File: src/sv/vsd_pkg.sv
package vsd_pkg;

  localparam int AGC_WINDOW_DEF = 100;

  localparam int SAMPLE_W   = 16;
  localparam int MAG_W      = 16;
  localparam int SUM_W      = 22;
  localparam int LIMIT_W    = 23;
  localparam int SINCE_W    = 17;
  localparam int LINE_W     = 10;
  localparam int LEN_W      = 16;
  localparam int CFG_DATA_W = 16;
  localparam int CFG_IDX_W  = 2;

  // 5*mag+2 and its exact divide-by-3 through a reciprocal
  localparam int X_W       = 18;
  localparam int QUOT_W    = 16;
  localparam int DIV3_SHIFT = 19;
  localparam logic [X_W-1:0] DIV3_RECIP = 18'd174763;

  localparam logic [6:0] AGC_DIVISOR = 7'd100;

  localparam logic [SUM_W-1:0]   SUM_MAX   = '1;
  localparam logic [SINCE_W-1:0] SINCE_MAX = '1;

  localparam logic [LEN_W-1:0]  LINE_LEN_RST     = 16'd864;
  localparam logic [LINE_W-1:0] FRAME_HEIGHT_RST = 10'd625;
  localparam logic              INTERLACED_RST   = 1'b1;

  localparam int QUEUE_DEPTH = 4;
  localparam int QPTR_W      = 2;
  localparam int QCNT_W      = 3;

  typedef enum logic [CFG_IDX_W-1:0] {
    REG_LINE_LEN     = 2'd0,
    REG_FRAME_HEIGHT = 2'd1,
    REG_INTERLACED   = 2'd2
  } cfg_reg_e;

  typedef struct packed {
    logic [LEN_W-1:0]  line_len;
    logic [LINE_W-1:0] frame_height;
    logic              interlaced;
  } cfg_t;

  // Classified sample: magnitude, sign and the smallest reference sum
  // that no longer triggers the threshold for this magnitude.
  typedef struct packed {
    logic [MAG_W-1:0]   mag;
    logic               neg;
    logic [LIMIT_W-1:0] limit;
  } item_t;

  typedef struct packed {
    logic push;
    item_t item;
  } push_t;

  typedef struct packed {
    logic locked;
    logic hsync;
    logic field;
  } result_t;

endpackage

File: src/sv/vsd_if.sv
interface vsd_in_if;
  logic                                valid;
  logic                                ready;
  logic signed [vsd_pkg::SAMPLE_W-1:0] sample;

  modport source (output valid, output sample, input ready);
  modport sink (input valid, input sample, output ready);
endinterface

interface vsd_out_if;
  logic valid;
  logic ready;
  logic locked;
  logic hsync;
  logic field;

  modport source (output valid, output locked, output hsync, output field, input ready);
  modport sink (input valid, input locked, input hsync, input field, output ready);
endinterface

File: src/sv/vsd_front.sv
module vsd_front (
  input  logic                                clk_i,
  input  logic                                rst_ni,
  input  logic                                in_valid_i,
  input  logic signed [vsd_pkg::SAMPLE_W-1:0] in_sample_i,
  output logic                                in_ready_o,
  input  logic [vsd_pkg::QCNT_W-1:0]          q_count_i,
  output vsd_pkg::push_t                      push_o
);

  logic                              v1_q, v2_q;
  logic [vsd_pkg::MAG_W-1:0]         mag1_q, mag2_q;
  logic                              neg1_q, neg2_q;
  logic [vsd_pkg::X_W-1:0]           x1_q;
  logic [vsd_pkg::QUOT_W-1:0]        quot2_q;
  logic [vsd_pkg::MAG_W-1:0]         mag;
  logic [vsd_pkg::X_W-1:0]           x;
  logic [2*vsd_pkg::X_W-1:0]         prod;
  logic [vsd_pkg::QCNT_W:0]          occ;
  logic                              accept;

  // Items in flight plus queued must leave room for one more.
  assign occ = {1'b0, q_count_i} + (vsd_pkg::QCNT_W+1)'(v1_q) + (vsd_pkg::QCNT_W+1)'(v2_q);
  assign in_ready_o = occ < (vsd_pkg::QCNT_W+1)'(vsd_pkg::QUEUE_DEPTH);
  assign accept = in_valid_i & in_ready_o;

  assign mag  = in_sample_i[vsd_pkg::SAMPLE_W-1] ? (~in_sample_i + 16'd1) : in_sample_i;
  assign x    = ({2'b00, mag} << 2) + {2'b00, mag} + 18'd2;
  assign prod = x1_q * vsd_pkg::DIV3_RECIP;

  always_ff @(posedge clk_i or negedge rst_ni) begin
    if (!rst_ni) begin
      v1_q <= 1'b0;
      v2_q <= 1'b0;
    end else begin
      v1_q <= accept;
      v2_q <= v1_q;
    end
  end

  always_ff @(posedge clk_i) begin
    mag1_q  <= mag;
    neg1_q  <= in_sample_i[vsd_pkg::SAMPLE_W-1];
    x1_q    <= x;
    mag2_q  <= mag1_q;
    neg2_q  <= neg1_q;
    quot2_q <= prod[vsd_pkg::DIV3_SHIFT +: vsd_pkg::QUOT_W];
  end

  always_comb begin
    push_o.push       = v2_q;
    push_o.item.mag   = mag2_q;
    push_o.item.neg   = neg2_q;
    push_o.item.limit = vsd_pkg::LIMIT_W'(quot2_q) * vsd_pkg::LIMIT_W'(vsd_pkg::AGC_DIVISOR);
  end

endmodule

File: src/sv/vsd_queue.sv
module vsd_queue (
  input  logic                       clk_i,
  input  logic                       rst_ni,
  input  vsd_pkg::push_t             push_i,
  input  logic                       pop_i,
  output vsd_pkg::item_t             item_o,
  output logic [vsd_pkg::QCNT_W-1:0] count_o
);

  vsd_pkg::item_t                entry_q [vsd_pkg::QUEUE_DEPTH];
  logic [vsd_pkg::QPTR_W-1:0]    wr_ptr_q, wr_ptr_d;
  logic [vsd_pkg::QPTR_W-1:0]    rd_ptr_q, rd_ptr_d;
  logic [vsd_pkg::QCNT_W-1:0]    count_q, count_d;

  always_comb begin
    wr_ptr_d = push_i.push ? wr_ptr_q + 1'b1 : wr_ptr_q;
    rd_ptr_d = pop_i ? rd_ptr_q + 1'b1 : rd_ptr_q;
    count_d  = count_q + vsd_pkg::QCNT_W'(push_i.push) - vsd_pkg::QCNT_W'(pop_i);
  end

  always_ff @(posedge clk_i or negedge rst_ni) begin
    if (!rst_ni) begin
      wr_ptr_q <= '0;
      rd_ptr_q <= '0;
      count_q  <= '0;
    end else begin
      wr_ptr_q <= wr_ptr_d;
      rd_ptr_q <= rd_ptr_d;
      count_q  <= count_d;
    end
  end

  always_ff @(posedge clk_i) begin
    if (push_i.push) begin
      entry_q[wr_ptr_q] <= push_i.item;
    end
  end

  assign item_o  = entry_q[rd_ptr_q];
  assign count_o = count_q;

endmodule

File: src/sv/vsd_back.sv
module vsd_back #(
  parameter int AGC_WINDOW = vsd_pkg::AGC_WINDOW_DEF
) (
  input  logic                       clk_i,
  input  logic                       rst_ni,
  input  vsd_pkg::cfg_t              cfg_i,
  input  logic [vsd_pkg::QCNT_W-1:0] q_count_i,
  input  vsd_pkg::item_t             item_i,
  output logic                       pop_o,
  output logic                       out_valid_o,
  input  logic                       out_ready_i,
  output vsd_pkg::result_t           result_o
);

  localparam int PH_W = $clog2(AGC_WINDOW);

  logic [vsd_pkg::SUM_W-1:0]   sum_q, sum_d;
  logic [vsd_pkg::SUM_W-1:0]   sref_q, sref_d;
  logic [PH_W-1:0]             phase_q, phase_d;
  logic [vsd_pkg::SINCE_W-1:0] since_q, since_d;
  logic [vsd_pkg::LINE_W-1:0]  line_q, line_d;
  logic                        field_q, field_d;
  logic                        lock_q, lock_d;
  logic                        out_valid_q, out_valid_d;
  vsd_pkg::result_t            result_q, result_d;

  logic [vsd_pkg::SUM_W:0]     sum_ext;
  logic [vsd_pkg::SUM_W-1:0]   sum_sat;
  logic [vsd_pkg::SUM_W-1:0]   sref;
  logic                        agc_update;
  logic                        below;
  logic                        holdoff_done;
  logic                        detect;
  logic [vsd_pkg::LINE_W:0]    line_inc;
  logic [PH_W:0]               phase_inc;
  logic [vsd_pkg::SINCE_W-1:0] since_inc;

  assign pop_o = (q_count_i != '0) & (~out_valid_q | out_ready_i);

  always_comb begin
    sum_ext = {1'b0, sum_q} + (vsd_pkg::SUM_W+1)'(item_i.mag);
    sum_sat = sum_ext[vsd_pkg::SUM_W] ? vsd_pkg::SUM_MAX : sum_ext[vsd_pkg::SUM_W-1:0];
    agc_update = (phase_q == '0) && (sum_sat != '0);
    // The threshold is kept as the window sum that set it; a negative
    // sample crosses it exactly when that sum is below the item's limit.
    sref  = agc_update ? sum_sat : sref_q;
    below = item_i.neg && ((vsd_pkg::LIMIT_W'(sref)) < item_i.limit);
    holdoff_done = since_q > vsd_pkg::SINCE_W'(cfg_i.line_len[vsd_pkg::LEN_W-1:1]);
    detect = below && holdoff_done;

    line_inc  = {1'b0, line_q} + 1'b1;
    phase_inc = {1'b0, phase_q} + 1'b1;
    since_inc = (since_q < vsd_pkg::SINCE_MAX) ? since_q + 1'b1 : since_q;

    sum_d   = agc_update ? '0 : sum_sat;
    sref_d  = sref;
    line_d  = line_q;
    field_d = field_q;
    lock_d  = lock_q;
    if (detect) begin
      if (line_inc >= {1'b0, cfg_i.frame_height}) begin
        line_d  = '0;
        field_d = field_q ^ cfg_i.interlaced;
      end else begin
        line_d = line_inc[vsd_pkg::LINE_W-1:0];
      end
      since_d = '0;
      phase_d = '0;
      lock_d  = 1'b1;
    end else begin
      since_d = since_inc;
      phase_d = (phase_inc >= (PH_W+1)'(AGC_WINDOW)) ? '0 : phase_inc[PH_W-1:0];
      if (since_inc > {cfg_i.line_len, 1'b0}) begin
        lock_d = 1'b0;
      end
    end

    result_d.locked = lock_d;
    result_d.hsync  = detect;
    result_d.field  = field_q;

    out_valid_d = pop_o | (out_valid_q & ~out_ready_i);
  end

  always_ff @(posedge clk_i or negedge rst_ni) begin
    if (!rst_ni) begin
      sum_q       <= '0;
      sref_q      <= '0;
      phase_q     <= '0;
      since_q     <= '0;
      line_q      <= '0;
      field_q     <= 1'b0;
      lock_q      <= 1'b0;
      out_valid_q <= 1'b0;
    end else begin
      out_valid_q <= out_valid_d;
      if (pop_o) begin
        sum_q   <= sum_d;
        sref_q  <= sref_d;
        phase_q <= phase_d;
        since_q <= since_d;
        line_q  <= line_d;
        field_q <= field_d;
        lock_q  <= lock_d;
      end
    end
  end

  always_ff @(posedge clk_i) begin
    if (pop_o) begin
      result_q <= result_d;
    end
  end

  assign out_valid_o = out_valid_q;
  assign result_o    = result_q;

endmodule

File: src/sv/video_sync_detector_agc.sv
// Path: a sample passes two classify stages, one queue slot and one output
// register on its way from input to output.
// Throughput: one sample per cycle while out_ready holds, set by the state
// update in the back end; input ready drops only when the queue and the two
// classify stages together hold four samples.
// Reset: asynchronous, active low; clears all sync/AGC state and loads
module video_sync_detector_agc #(
  parameter int AGC_WINDOW = vsd_pkg::AGC_WINDOW_DEF
) (
  input  logic                           clk_i,
  input  logic                           rst_ni,
  vsd_in_if.sink                         in_if,
  vsd_out_if.source                      out_if,
  input  logic                           cfg_we_i,
  input  logic [vsd_pkg::CFG_IDX_W-1:0]  cfg_idx_i,
  input  logic [vsd_pkg::CFG_DATA_W-1:0] cfg_data_i
);

  // the register defaults. No clearing pass.

  vsd_pkg::cfg_t                cfg_q;
  vsd_pkg::push_t               push;
  vsd_pkg::item_t               head;
  logic [vsd_pkg::QCNT_W-1:0]   q_count;
  logic                         pop;
  vsd_pkg::result_t             result;

  always_ff @(posedge clk_i or negedge rst_ni) begin
    if (!rst_ni) begin
      cfg_q.line_len     <= vsd_pkg::LINE_LEN_RST;
      cfg_q.frame_height <= vsd_pkg::FRAME_HEIGHT_RST;
      cfg_q.interlaced   <= vsd_pkg::INTERLACED_RST;
    end else if (cfg_we_i) begin
      unique case (cfg_idx_i)
        vsd_pkg::REG_LINE_LEN:     cfg_q.line_len     <= cfg_data_i;
        vsd_pkg::REG_FRAME_HEIGHT: cfg_q.frame_height <= cfg_data_i[vsd_pkg::LINE_W-1:0];
        vsd_pkg::REG_INTERLACED:   cfg_q.interlaced   <= cfg_data_i[0];
        default: ;
      endcase
    end
  end

  vsd_front u_front (
    .clk_i       (clk_i),
    .rst_ni      (rst_ni),
    .in_valid_i  (in_if.valid),
    .in_sample_i (in_if.sample),
    .in_ready_o  (in_if.ready),
    .q_count_i   (q_count),
    .push_o      (push)
  );

  vsd_queue u_queue (
    .clk_i   (clk_i),
    .rst_ni  (rst_ni),
    .push_i  (push),
    .pop_i   (pop),
    .item_o  (head),
    .count_o (q_count)
  );

  vsd_back #(
    .AGC_WINDOW (AGC_WINDOW)
  ) u_back (
    .clk_i       (clk_i),
    .rst_ni      (rst_ni),
    .cfg_i       (cfg_q),
    .q_count_i   (q_count),
    .item_i      (head),
    .pop_o       (pop),
    .out_valid_o (out_if.valid),
    .out_ready_i (out_if.ready),
    .result_o    (result)
  );

  assign out_if.locked = result.locked;
  assign out_if.hsync  = result.hsync;
  assign out_if.field  = result.field;

endmodule

File: src/flat_wrapper.sv
// flat-port wrapper written by rule: the top's interface ports become plain ports
module video_sync_detector_agc_flat 
#(
  parameter int AGC_WINDOW = vsd_pkg::AGC_WINDOW_DEF
)
  (clk_i, rst_ni, cfg_we_i, cfg_idx_i, cfg_data_i, in_if_valid, in_if_sample, in_if_ready, out_if_valid, out_if_locked, out_if_hsync, out_if_field, out_if_ready);
  vsd_in_if in_if_i ();
  vsd_out_if out_if_i ();
  input  logic clk_i;
  input  logic rst_ni;
  input  logic cfg_we_i;
  input  logic [vsd_pkg::CFG_IDX_W-1:0] cfg_idx_i;
  input  logic [vsd_pkg::CFG_DATA_W-1:0] cfg_data_i;
  input wire logic [$bits(in_if_i.valid)-1:0] in_if_valid;
  input wire logic [$bits(in_if_i.sample)-1:0] in_if_sample;
  output wire logic [$bits(in_if_i.ready)-1:0] in_if_ready;
  output wire logic [$bits(out_if_i.valid)-1:0] out_if_valid;
  output wire logic [$bits(out_if_i.locked)-1:0] out_if_locked;
  output wire logic [$bits(out_if_i.hsync)-1:0] out_if_hsync;
  output wire logic [$bits(out_if_i.field)-1:0] out_if_field;
  input wire logic [$bits(out_if_i.ready)-1:0] out_if_ready;
  assign in_if_i.valid = in_if_valid;
  assign in_if_i.sample = in_if_sample;
  assign in_if_ready = in_if_i.ready;
  assign out_if_valid = out_if_i.valid;
  assign out_if_locked = out_if_i.locked;
  assign out_if_hsync = out_if_i.hsync;
  assign out_if_field = out_if_i.field;
  assign out_if_i.ready = out_if_ready;
  video_sync_detector_agc #(.AGC_WINDOW(AGC_WINDOW)) u_core (.clk_i(clk_i), .rst_ni(rst_ni), .in_if(in_if_i), .out_if(out_if_i), .cfg_we_i(cfg_we_i), .cfg_idx_i(cfg_idx_i), .cfg_data_i(cfg_data_i));
endmodule
File: config.mk
export PLATFORM = sky130hd
export DESIGN_NAME = video_sync_detector_agc_flat
export DESIGN_NICKNAME = d
export VERILOG_FILES = /design/src/sv/vsd_pkg.sv /design/src/sv/vsd_if.sv /design/src/sv/vsd_front.sv /design/src/sv/vsd_queue.sv /design/src/sv/vsd_back.sv /design/src/sv/video_sync_detector_agc.sv /design/src/flat_wrapper.sv
export SDC_FILE = /design/constraint.sdc
export NUM_CORES = 1
export LEC_CHECK = 0
export BUFFER_PORTS_ARGS = -buffer_cell sky130_fd_sc_hd__buf_4
export CAP_MARGIN = 20
export CORE_AREA = 2 2 278 280
export DETAILED_ROUTE_END_ITERATION = 6
export DIE_AREA = 0 0 280 282
export MAX_ROUTING_LAYER = met4
export PLACE_DENSITY = 0.41
export SLEW_MARGIN = 20
export SYNTH_ARGS = -nofsm -noshare
export SYNTH_HDL_FRONTEND = slang
export SYNTH_SLANG_ARGS = --single-unit
File: constraint.sdc
create_clock -name clk_i -period 12.4 [get_ports clk_i]
set_clock_uncertainty 0.05 [all_clocks]
set_input_delay 0.62 -clock clk_i [delete_from_list [all_inputs] [get_ports clk_i]]
set_output_delay 0.62 -clock clk_i [all_outputs]
set_load 0.005 [all_outputs]
==> results of run 1 <==
## worst reg2reg max path: cells and delay by family, from the launching register on
family,cells,cell delay [ns]
and+or+nand+nor,8,2.04
muxes,4,1.67
AOI/OAI and AO/OA,9,1.55
buffers and inverters,3,1.18
DFF,1,0.84
adders and majority gates,2,0.67
## layout make-up
| class | instances | area [sq um] |
|---|---|---|
| clock buffer | 50 | 1070 |
| clock inverter | 24 | 263 |
| fill | 7558 | 50200 |
| inverter | 331 | 1240 |
| multi-input combinational | 1316 | 12400 |
| sequential | 337 | 8890 |
| tap | 978 | 1220 |
| timing repair buffer | 58 | 435 |
## through the flow
stage                     setup slack (ns)   util  instance area, sq um  cells
after CTS                             4.06  0.337                 25500   3094
after floorplan                       4.78      -                 22700   2027
after detailed placement              4.08  0.319                 24200   3020
after global routing                  3.56  0.337                 25500   3094
final                                 4.27  0.337                 25500   3094
after global placement                4.13  0.319                 24200   3020
## worst max path at each step
stage	slack, ns	cells after the start	end
3_5_place_dp	4.08	26	u_core.u_back.line_q[1]$_DFFE_PN0P_
3_3_place_gp	4.13	26	u_core.u_back.line_q[1]$_DFFE_PN0P_
5_1_grt	3.56	26	u_core.u_back.line_q[1]$_DFFE_PN0P_
6_report	4.27	26	u_core.u_back.line_q[1]$_DFFE_PN0P_
4_1_cts	4.06	26	u_core.u_back.line_q[1]$_DFFE_PN0P_
2_1_floorplan	4.78	31	u_core.u_back.line_q[1]$_DFFE_PN0P_
## registers in the layout, summed over array words and instances, names as in the netlist, 2 cells and up
| signal | cells |
|---|---|
| u_core.u_queue.count_o | 3 |
| u_core.u_back.sref_q | 20 |
| u_core.u_front.mag1_q | 16 |
| u_core.cfg_q | 27 |
| u_core.u_front.mag2_q | 16 |
| u_core.u_queue.entry_q | 152 |
| u_core.u_queue.rd_ptr_q | 2 |
| u_core.u_back.sum_q | 22 |
| u_core.u_back.line_q | 10 |
| u_core.u_front.x1_q | 17 |
| u_core.u_front.quot2_q | 16 |
| u_core.u_back.result_o | 3 |
| u_core.u_back.since_q | 17 |
| u_core.u_queue.wr_ptr_q | 2 |
| u_core.u_back.phase_q | 7 |
## logic make-up after synthesis
kind of cell / after synthesis / share of synthesized area
and+or+nand+nor: 398 / 0.0857
AOI/OAI and AO/OA: 321 / 0.0909
muxes: 66 / 0.0514
adders and majority gates: 431 / 0.279
xor gates and xnor gates: 100 / 0.0386
DFF: 337 / 0.392
buffers and inverters: 374 / 0.0623
## per-layer routing
layer | routed length, um | GRT usage | up-vias
met5 | 0 | - | -
met4 | 1130 | 0.0381 | 0
met3 | 1510 | 0.0202 | 74
met2 | 24500 | 0.234 | 165
met1 | 25000 | 0.185 | 6996
li1 | - | - | 7126
## cell usage in the layout, fill, tap and decap left out, drive strengths merged, types with 8 or more instances in the layout
cell type and instances:
ha 307, nor2 95, clkbuf 50, xor2 33, o21a 16, dfxtp 67, dfrtp 105, o21ai 73
dfstp 10, and3 22, nand3 37, a31oi 14, mux4 38, inv 332, edfxtp 155, or3 11
nand2b 20, o211ai 12, a22o 8, nand4 17, nor3 19, xnor2 67, clkinv 19, a21oi 89
a21o 31, buf 58, o31ai 27, fa 124, nor2b 16, nand2 121, mux2 21, and2 14
==> out/qor.txt, run 1 <==
status = complete, no violations
Avg Inst Size Synth = 11.2 sq um
most common cell in the netlist = inv_1
Tcrit/Tclk final = 0.656
layout cell share with drive strength beyond 1 = 0.0988
Post-synth EDFFs = 155
Rel. slew slack = 0.432
reg2reg setup slack = 4.27 ns
setup tns final = 0 ns
CTS hold repair buffers = 0
CTS Buf Count = 40
Bufs on Longest Clock Path = 3
die span in y = 282 um
Placer Congestion = 0.879
crit path max fanout = 39
post-route minimum period = 8.13 ns
Async S/R FF share, synth = 0.341
CP Buf/Inv Count = 3
cell taking the most area after synthesis = edfxtp_1
CP top delay family = simple AND/OR/NAND/NOR gates
Synth top area share = 0.205
R2R Path End = u_core.u_back.line_q[1]$_DFFE_PN0P_
yosys warns = 0
Final Hold Vio Count = 0
antenna violations before repair = 0
final setup fails = 0
CTS Root Cell = clkbuf_16
Antenna Cells = 0
clk sinks = 337
unrepaired setup endpoints after global routing = false
CTS tree = yes
synthesized flop and latch total = 337
Worst-path clk slew = 0.06 ns
port buffer count = 43
synthesized net count = 2,497
htree depth = 2
post-CTS sizing = 0
via count of the first global-routing pass = 15,631
largest net degree at the start of global routing = 64
Die X = 280 um
Unique masters post-synth = 69
Starting Density = 0.299
Post-Syn Instances = 2,027
CP Launch Type = register
post-DR vias/cell = 4.64
reg2reg start = u_core.u_queue.rd_ptr_q[0]$_DFFE_PN0P_
Remaining DRCs = 0
Final Net Count = 2,554
post-CTS setup buffer count = 0
clock latency on the worst-skew pair = 0.58 ns
drt first-iter violations = 585
GRT Util Overall = 0.143
first-pass GRT wire length = 86,000 um
WP data required = 12.81 ns
Max Freq = 123 MHz
post-synthesis cell area = 0.0227 sq mm
First-pass DRT Iterations = 5
number of max-cap violations = 0
die area = 0.0790 sq mm
Synth area leaders = edfxtp_1 (21%), ha_1 (17%), dfrtp_1 (12%), fa_1 (11%), dfxtp_1 (5.9%)
most frequent cells after synthesis = inv_1 (330), ha_1 (307), edfxtp_1 (155)
Crit Path Class = register to register
actual slew at the worst max-slew pin = 0.853 ns
worst reg2reg path depth = 26
HP Class = input port to asynchronous set/reset pin
area grow syn2layout = 12.6%
Worst Setup SP = u_core.u_queue.rd_ptr_q[0]$_DFFE_PN0P_
WHS = 0.0714 ns
final slew viol count = 0
CP max stage cell = dfrtp_2
routed vias = 14,361
Top FF cell, synth = edfxtp_1
CP Capture Type = register
I/O pins = 44
# rows = 101
drt wl/cell = 16.9 um
grt ovf = 0
WL final = 52,200 um
CP Data Arrival Time = 8.54 ns
Seq/Total Area, Yosys = 0.392
core area = 0.0757 sq mm
DRT antenna net count = 0
hpwl dp = 39,600 um
crit-path max cell delay = 0.84 ns
Power of run 1 is not shown: default switching activity piles up to over one toggle a cycle in this logic, so the estimate is an artifact.
==> run 2: changes to the inputs <==
==> constraint.sdc (replaced) <==
create_clock -name clk_i -period 8.2 [get_ports clk_i]
set_clock_uncertainty 0.05 [all_clocks]
set_input_delay 0.41 -clock clk_i [delete_from_list [all_inputs] [get_ports clk_i]]
set_output_delay 0.41 -clock clk_i [all_outputs]
set_load 0.005 [all_outputs]
==> out/qor.txt, run 2 (synthesis results as in run 1) <==
final slew viol count = 0 (unchanged)
WHS = 0.0347 ns (-0.0367 ns)
Final Net Count = 2,578 (+0.94%)
# rows = 101 (unchanged)
Rel. slew slack = 0.337 (-0.0944)
post-DR vias/cell = 4.65 (+0.15%)
Bufs on Longest Clock Path = 3 (unchanged)
drt wl/cell = 16.6 um (-1.6%)
HP Class = input port to register
crit-path max cell delay = 0.73 ns (-0.11 ns)
Max Freq = 135 MHz (+9.8%)
clock latency on the worst-skew pair = 0.57 ns (about the same)
max reg flops = 152 (unchanged)
core area = 0.0757 sq mm (unchanged)
Worst-path clk slew = 0.06 ns (about the same)
CTS Buf Count = 40 (unchanged)
I/O pins = 44 (unchanged)
post-route minimum period = 7.40 ns (-0.729 ns)
antenna violations before repair = 0 (unchanged)
area post-placement = 0.0242 sq mm (+0.12%)
number of max-cap violations = 0 (unchanged)
DRT antenna net count = 0 (unchanged)
Final Hold Vio Count = 0 (unchanged)
Die X = 280 um (unchanged)
Antenna Cells = 0 (unchanged)
grt ovf = 0 (unchanged)
hpwl dp = 39,500 um (-0.18%)
setup tns final = 0 ns (unchanged)
WL final = 51,700 um (-0.85%)
first-pass GRT wire length = 85,100 um (-1.1%)
post-route cell area = 0.0259 sq mm (+1.4%)
Placer Congestion = 0.836 (-4.8%)
CTS tree = yes
biggest regs = u_core.u_queue.entry_q (152), u_core.cfg_q (27), u_core.u_back.sum_q (22)
First-pass DRT Iterations = 5 (unchanged)
Tcrit/Tclk final = 0.903 (+0.247)
die span in y = 282 um (unchanged)
Storage cell area = 0.00889 sq mm (unchanged)
CP Launch Type = register
CTS Root Cell = clkbuf_16
FILL cells = 7,554 (-0.053%)
Crit Path Class = register to register
unrepaired setup endpoints after global routing = false
actual slew at the worst max-slew pin = 0.969 ns (+0.116 ns)
routed vias = 14,494 (+0.93%)
Largest Register = u_core.u_queue.entry_q
CP Data Arrival Time = 7.81 ns (-0.73 ns)
layout cell share with drive strength beyond 1 = 0.101 (+0.00263)
via count of the first global-routing pass = 15,400 (-1.5%)
area of the multi-input gates = 0.0124 sq mm (unchanged)
GRT Util Overall = 0.141 (-0.00196)
CP most frequent cell = a21o_1
WP data required = 8.61 ns (-4.20 ns)
area grow syn2layout = 14.1%
status = complete, no violations
commonest non-fill, non-tap cell in the layout = inv_1
final setup fails = 0 (unchanged)
most frequent cells in the layout = inv_1 (330), ha_1 (307), edfxtp_1 (155)
die area = 0.0790 sq mm (unchanged)
CP Capture Type = register
Starting Density = 0.299 (unchanged)
drt first-iter violations = 630 (+7.7%)
CP max stage cell = dfrtp_2
largest net degree at the start of global routing = 68 (+6.3%)
clk sinks = 337 (unchanged)
htree depth = 2 (unchanged)
crit path max fanout = 33 (-15%)
post-CTS sizing = 0 (unchanged)
port buffer count = 43 (unchanged)
Remaining DRCs = 0 (unchanged)
## run 2: changes by cell type in the layout (fill, tap and decap cells not counted), moves of 2 or more
cell and delta:
clkinv_2 -8, clkinv_1 -5, clkbuf_8 +4, buf_4 +4
clkbuf_16 +4, dlygate4sd3_1 +20, clkinv_4 +2
## run 2: cell type report
class	count	area share
Tap cell	978	0.0473
Sequential cell	337	0.344
Inverter	331	0.0480
Clock inverter	14	0.00861
Multi-Input combinational cell	1316	0.479
Clock buffer	60	0.0477
Timing Repair Buffer	82	0.0257
## run 2: stage by stage
step	util	worst slack, ns	instances
5_1_grt	0.342	0.260	3118
3_5_place_dp	0.320	0.705	3024
3_3_place_gp	0.320	0.834	3024
4_1_cts	0.342	0.703	3118
6_report	0.342	0.797	3118
2_1_floorplan	-	0.581	2027
## run 2: repair_timing
action                                 4_1_cts  5_1_grt
endpoints found under the hold margin       64        0
setup buffers                                0        0
hold buffers                                20        0
## run 2: worst max-delay path, delay by kind of cell, from the launching register on
family	cells	cell delay (ns)
adder cells (fa/ha/maj)	2	0.71
AND/OR/NAND/NOR	8	2.09
multiplexers	2	1.01
buffers and inverters	1	0.38
AO/OA/AOI/OAI	13	2.28
flip-flops	1	0.73
## run 2: final timing paths
| path | from | endpoint | slack [ns] | depth (start not counted) |
|---|---|---|---|---|
| max | u_core.u_queue.rd_ptr_q[0]$_DFFE_PN0P_ | u_core.u_back.since_q[13]$_DFFE_PN0P_ | 0.80 | 26 |
| min | cfg_data_i[3] | u_core.cfg_q[14]$_DFFE_PN0P_ | 0.03 | 3 |
| max reg2reg | u_core.u_queue.rd_ptr_q[0]$_DFFE_PN0P_ | u_core.u_back.since_q[13]$_DFFE_PN0P_ | 0.80 | 26 |
| min reg2reg | u_core.u_front.mag1_q[5]$_DFF_P_ | u_core.u_front.mag2_q[5]$_DFF_P_ | 0.27 | 0 |
| max in group asynchronous | rst_ni | u_core.u_back.phase_q[6]$_DFFE_PN0P_ | 6.28 | 3 |
| min in group asynchronous | rst_ni | u_core.u_back.sum_q[6]$_DFFE_PN0P_ | 0.38 | 2 |
## run 2: routing by layer
layer / wire [um] / track usage
met1: 24700 / 0.182
met2: 24800 / 0.236
met3: 1340 / 0.0169
met4: 865 / 0.0326
met5: 0 / -
Power of run 2 is left out for the same reason.
==> run 3: changes to the inputs <==
--- a/config.mk
+++ b/config.mk
@@ -5,11 +5,12 @@
 export SDC_FILE = /design/constraint.sdc
 export NUM_CORES = 1
 export LEC_CHECK = 0
+export ABC_AREA = 1
 export BUFFER_PORTS_ARGS = -buffer_cell sky130_fd_sc_hd__buf_4
 export CAP_MARGIN = 20
-export CORE_AREA = 2 2 278 280
+export CORE_AREA = 2 2 284 286
 export DETAILED_ROUTE_END_ITERATION = 6
-export DIE_AREA = 0 0 280 282
+export DIE_AREA = 0 0 286 288
 export MAX_ROUTING_LAYER = met4
 export PLACE_DENSITY = 0.41
 export SLEW_MARGIN = 20
==> constraint.sdc (replaced) <==
create_clock -name clk_i -period 8.8 [get_ports clk_i]
set_clock_uncertainty 0.05 [all_clocks]
set_input_delay 0.44 -clock clk_i [delete_from_list [all_inputs] [get_ports clk_i]]
set_output_delay 0.44 -clock clk_i [all_outputs]
set_load 0.005 [all_outputs]
==> out/qor.txt, run 3 <==
Worst Setup SP = u_core.u_queue.rd_ptr_q[1]$_DFFE_PN0P_
synthesized flop and latch total = 337 (unchanged)
synthesized net count = 3,040 (+22%)
yosys warns = 0 (unchanged)
actual slew at the worst max-slew pin = 0.952 ns (-0.0175 ns)
I/O pins = 44 (unchanged)
CP Data Arrival Time = 7.11 ns (-0.70 ns)
reg2reg start = u_core.u_queue.rd_ptr_q[1]$_DFFE_PN0P_
Final Hold Vio Count = 0 (unchanged)
biggest regs = u_core.u_queue.entry_q (152), u_core.cfg_q (27), u_core.u_back.sum_q (22)
Seq/Total Area, Yosys = 0.377 (-0.0148)
most frequent cells after synthesis = nand2_1 (505), inv_1 (446), ha_1 (307)
via count of the first global-routing pass = 17,539 (+14%)
Rel. slew slack = 0.360 (+0.0226)
clock latency on the worst-skew pair = 0.56 ns (about the same)
WP data required = 9.19 ns (+0.58 ns)
Bufs on Longest Clock Path = 3 (unchanged)
Post-Syn Instances = 2,570 (+27%)
CP most frequent cell = nand2_1
met2 Resource Use GR = 0.262 (+0.0260)
Placer Congestion = 0.881 (+5.3%)
die span in y = 288 um (+2.1%)
# rows = 104 (+3.0%)
die area = 0.0824 sq mm (+4.3%)
status = complete, no violations
most frequent cells in the layout = nand2_1 (505), inv_1 (446), ha_1 (307)
worst hold start = in_if_valid
Final Net Count = 3,086 (+20%)
most common cell in the netlist = nand2_1
number of max-cap violations = 0 (unchanged)
Starting Density = 0.296 (-0.00366)
setup tns final = 0 ns (unchanged)
crit path max fanout = 40 (+21%)
clk sinks = 337 (unchanged)
htree depth = 2 (unchanged)
CP max stage cell = dfrtp_1
CP Launch Type = register
final slew viol count = 0 (unchanged)
core area = 0.0796 sq mm (+5.2%)
drt first-iter violations = 790 (+25%)
grt ovf = 0 (unchanged)
first-pass GRT wire length = 96,200 um (+13%)
largest net degree at the start of global routing = 78 (+15%)
max reg flops = 152 (unchanged)
antenna violations before repair = 0 (unchanged)
Synth area leaders = edfxtp_1 (20%), ha_1 (16%), dfrtp_1 (11%), fa_1 (11%), nand2_1 (8.0%)
CTS tree = yes
CP Capture Type = register
post-route minimum period = 6.73 ns (-0.676 ns)
port buffer count = 43 (unchanged)
post-synthesis cell area = 0.0236 sq mm (+3.9%)
Worst-path clk slew = 0.06 ns (about the same)
crit-path max cell delay = 0.80 ns (+0.07 ns)
Async S/R FF share, synth = 0.341 (unchanged)
unrepaired setup endpoints after global routing = false
Crit Path Class = register to register
reg2reg setup slack = 2.07 ns (+1.28 ns)
HP Class = input port to register
Hold Path Depth = 2 (-1)
final setup fails = 0 (unchanged)
DRT antenna net count = 0 (unchanged)
Antenna Cells = 0 (unchanged)
First-pass DRT Iterations = 5 (unchanged)
CTS Buf Count = 40 (unchanged)
Largest Register = u_core.u_queue.entry_q
Die X = 286 um (+2.1%)
cell taking the most area after synthesis = edfxtp_1
routed vias = 16,823 (+16%)
routing usage on met1 = 0.189 (+0.00762)
gr busiest metal = met2
hold path endpoint = u_core.u_front.v1_q$_DFF_PN0_
worst reg2reg path depth = 32 (+23%)
drt wl/cell = 15.9 um (-4.3%)
Post-synth EDFFs = 155 (unchanged)
Tcrit/Tclk final = 0.764 (-0.138)
CTS Root Cell = clkbuf_16
Remaining DRCs = 0 (unchanged)
GRT Util Overall = 0.151 (+0.0107)
M3 GR Usage = 0.0164 (-0.000502)
R2R Path End = u_core.u_back.phase_q[4]$_DFFE_PN0P_
WL final = 58,800 um (+14%)
Top FF cell, synth = edfxtp_1
post-DR vias/cell = 4.54 (-2.4%)
layout cell share with drive strength beyond 1 = 0.0638 (-0.0376)
area grow syn2layout = 12.3%
commonest non-fill, non-tap cell in the layout = nand2_1
Unique masters post-synth = 53 (-23%)
Avg Inst Size Synth = 9.17 sq um (-18%)
hpwl dp = 45,500 um (+15%)
Synth top area share = 0.198 (-0.00774)
Max Freq = 149 MHz (+10%)
==> run 3: cell types whose count changed after synthesis, moves of 24 or more <==
cell	before	now
mux4_2	38	0
o31ai_1	27	3
a21oi_1	89	129
inv_1	330	446
a21o_1	31	3
xor2_1	33	73
o21ai_0	73	134
nor2_1	95	171
xnor2_1	67	24
nand3_1	37	73
nand2_1	121	505
==> run 3: logic make-up (layout without fill, tap and decap cells) <==
kind of cell / Yosys count / after routing / synth area share
compound gates: 351 / 351 / 0.0849
simple gates: 845 / 845 / 0.150
xor+xnor: 97 / 97 / 0.0361
buf+inv: 509 / 587 / 0.0830
flops: 337 / 337 / 0.377
fa+ha+maj: 431 / 431 / 0.268
==> run 3: layout make-up <==
class,instances,area [sq um]
clock buffer,54,1150
clock inverter,20,205
fill,8270,53200
inverter,453,1700
multi-input combinational,1724,12700
sequential,337,8890
tap,1060,1330
timing repair buffer,60,458
==> run 3: repair_timing <==
item / 4_1_cts / 5_1_grt
buffers inserted: 0 / 0
hold endpoints to repair: 24 / 0
hold buffers: 3 / 0
resized for setup: 0 / 0
==> run 3: metrics by stage <==
step,hold WS [ns],cells,util,area [sq um],worst slack [ns]
2_1_floorplan,0.0944,2570,-,23600,3.70
3_3_place_gp,0.263,3631,0.315,25100,2.20
3_5_place_dp,0.264,3631,0.315,25100,2.00
4_1_cts,0.0603,3708,0.332,26400,2.01
5_1_grt,0.0652,3708,0.332,26500,1.28
6_report,0.0980,3708,0.332,26500,2.07
==> run 3: worst max path at each step <==
stage | end | slack [ns]
floorplan | u_core.u_back.line_q[7]$_DFFE_PN0P_ | 3.70
global placement | u_core.u_back.phase_q[3]$_DFFE_PN0P_ | 2.20
detailed placement | u_core.u_back.phase_q[4]$_DFFE_PN0P_ | 2.00
CTS | u_core.u_back.phase_q[4]$_DFFE_PN0P_ | 2.01
global route | u_core.u_back.phase_q[3]$_DFFE_PN0P_ | 1.28
finish | u_core.u_back.phase_q[4]$_DFFE_PN0P_ | 2.07
==> run 3: worst max-delay path: cells and delay by family (launching register included) <==
family,cells,cell delay (ns)
AO/OA/AOI/OAI,8,1.28
buffers and inverters,4,0.97
flip-flops,1,0.80
AND/OR/NAND/NOR,17,2.45
adder cells (fa/ha/maj),3,1.04
==> run 3: routing by layer <==
metal | up-vias | part of all wire
li1 | 8490 | -
met1 | 8093 | 0.47
met2 | 169 | 0.49
met3 | 71 | 0.022
met4 | 0 | 0.020
met5 | - | 0
Power of run 3 is left out for the same reason.
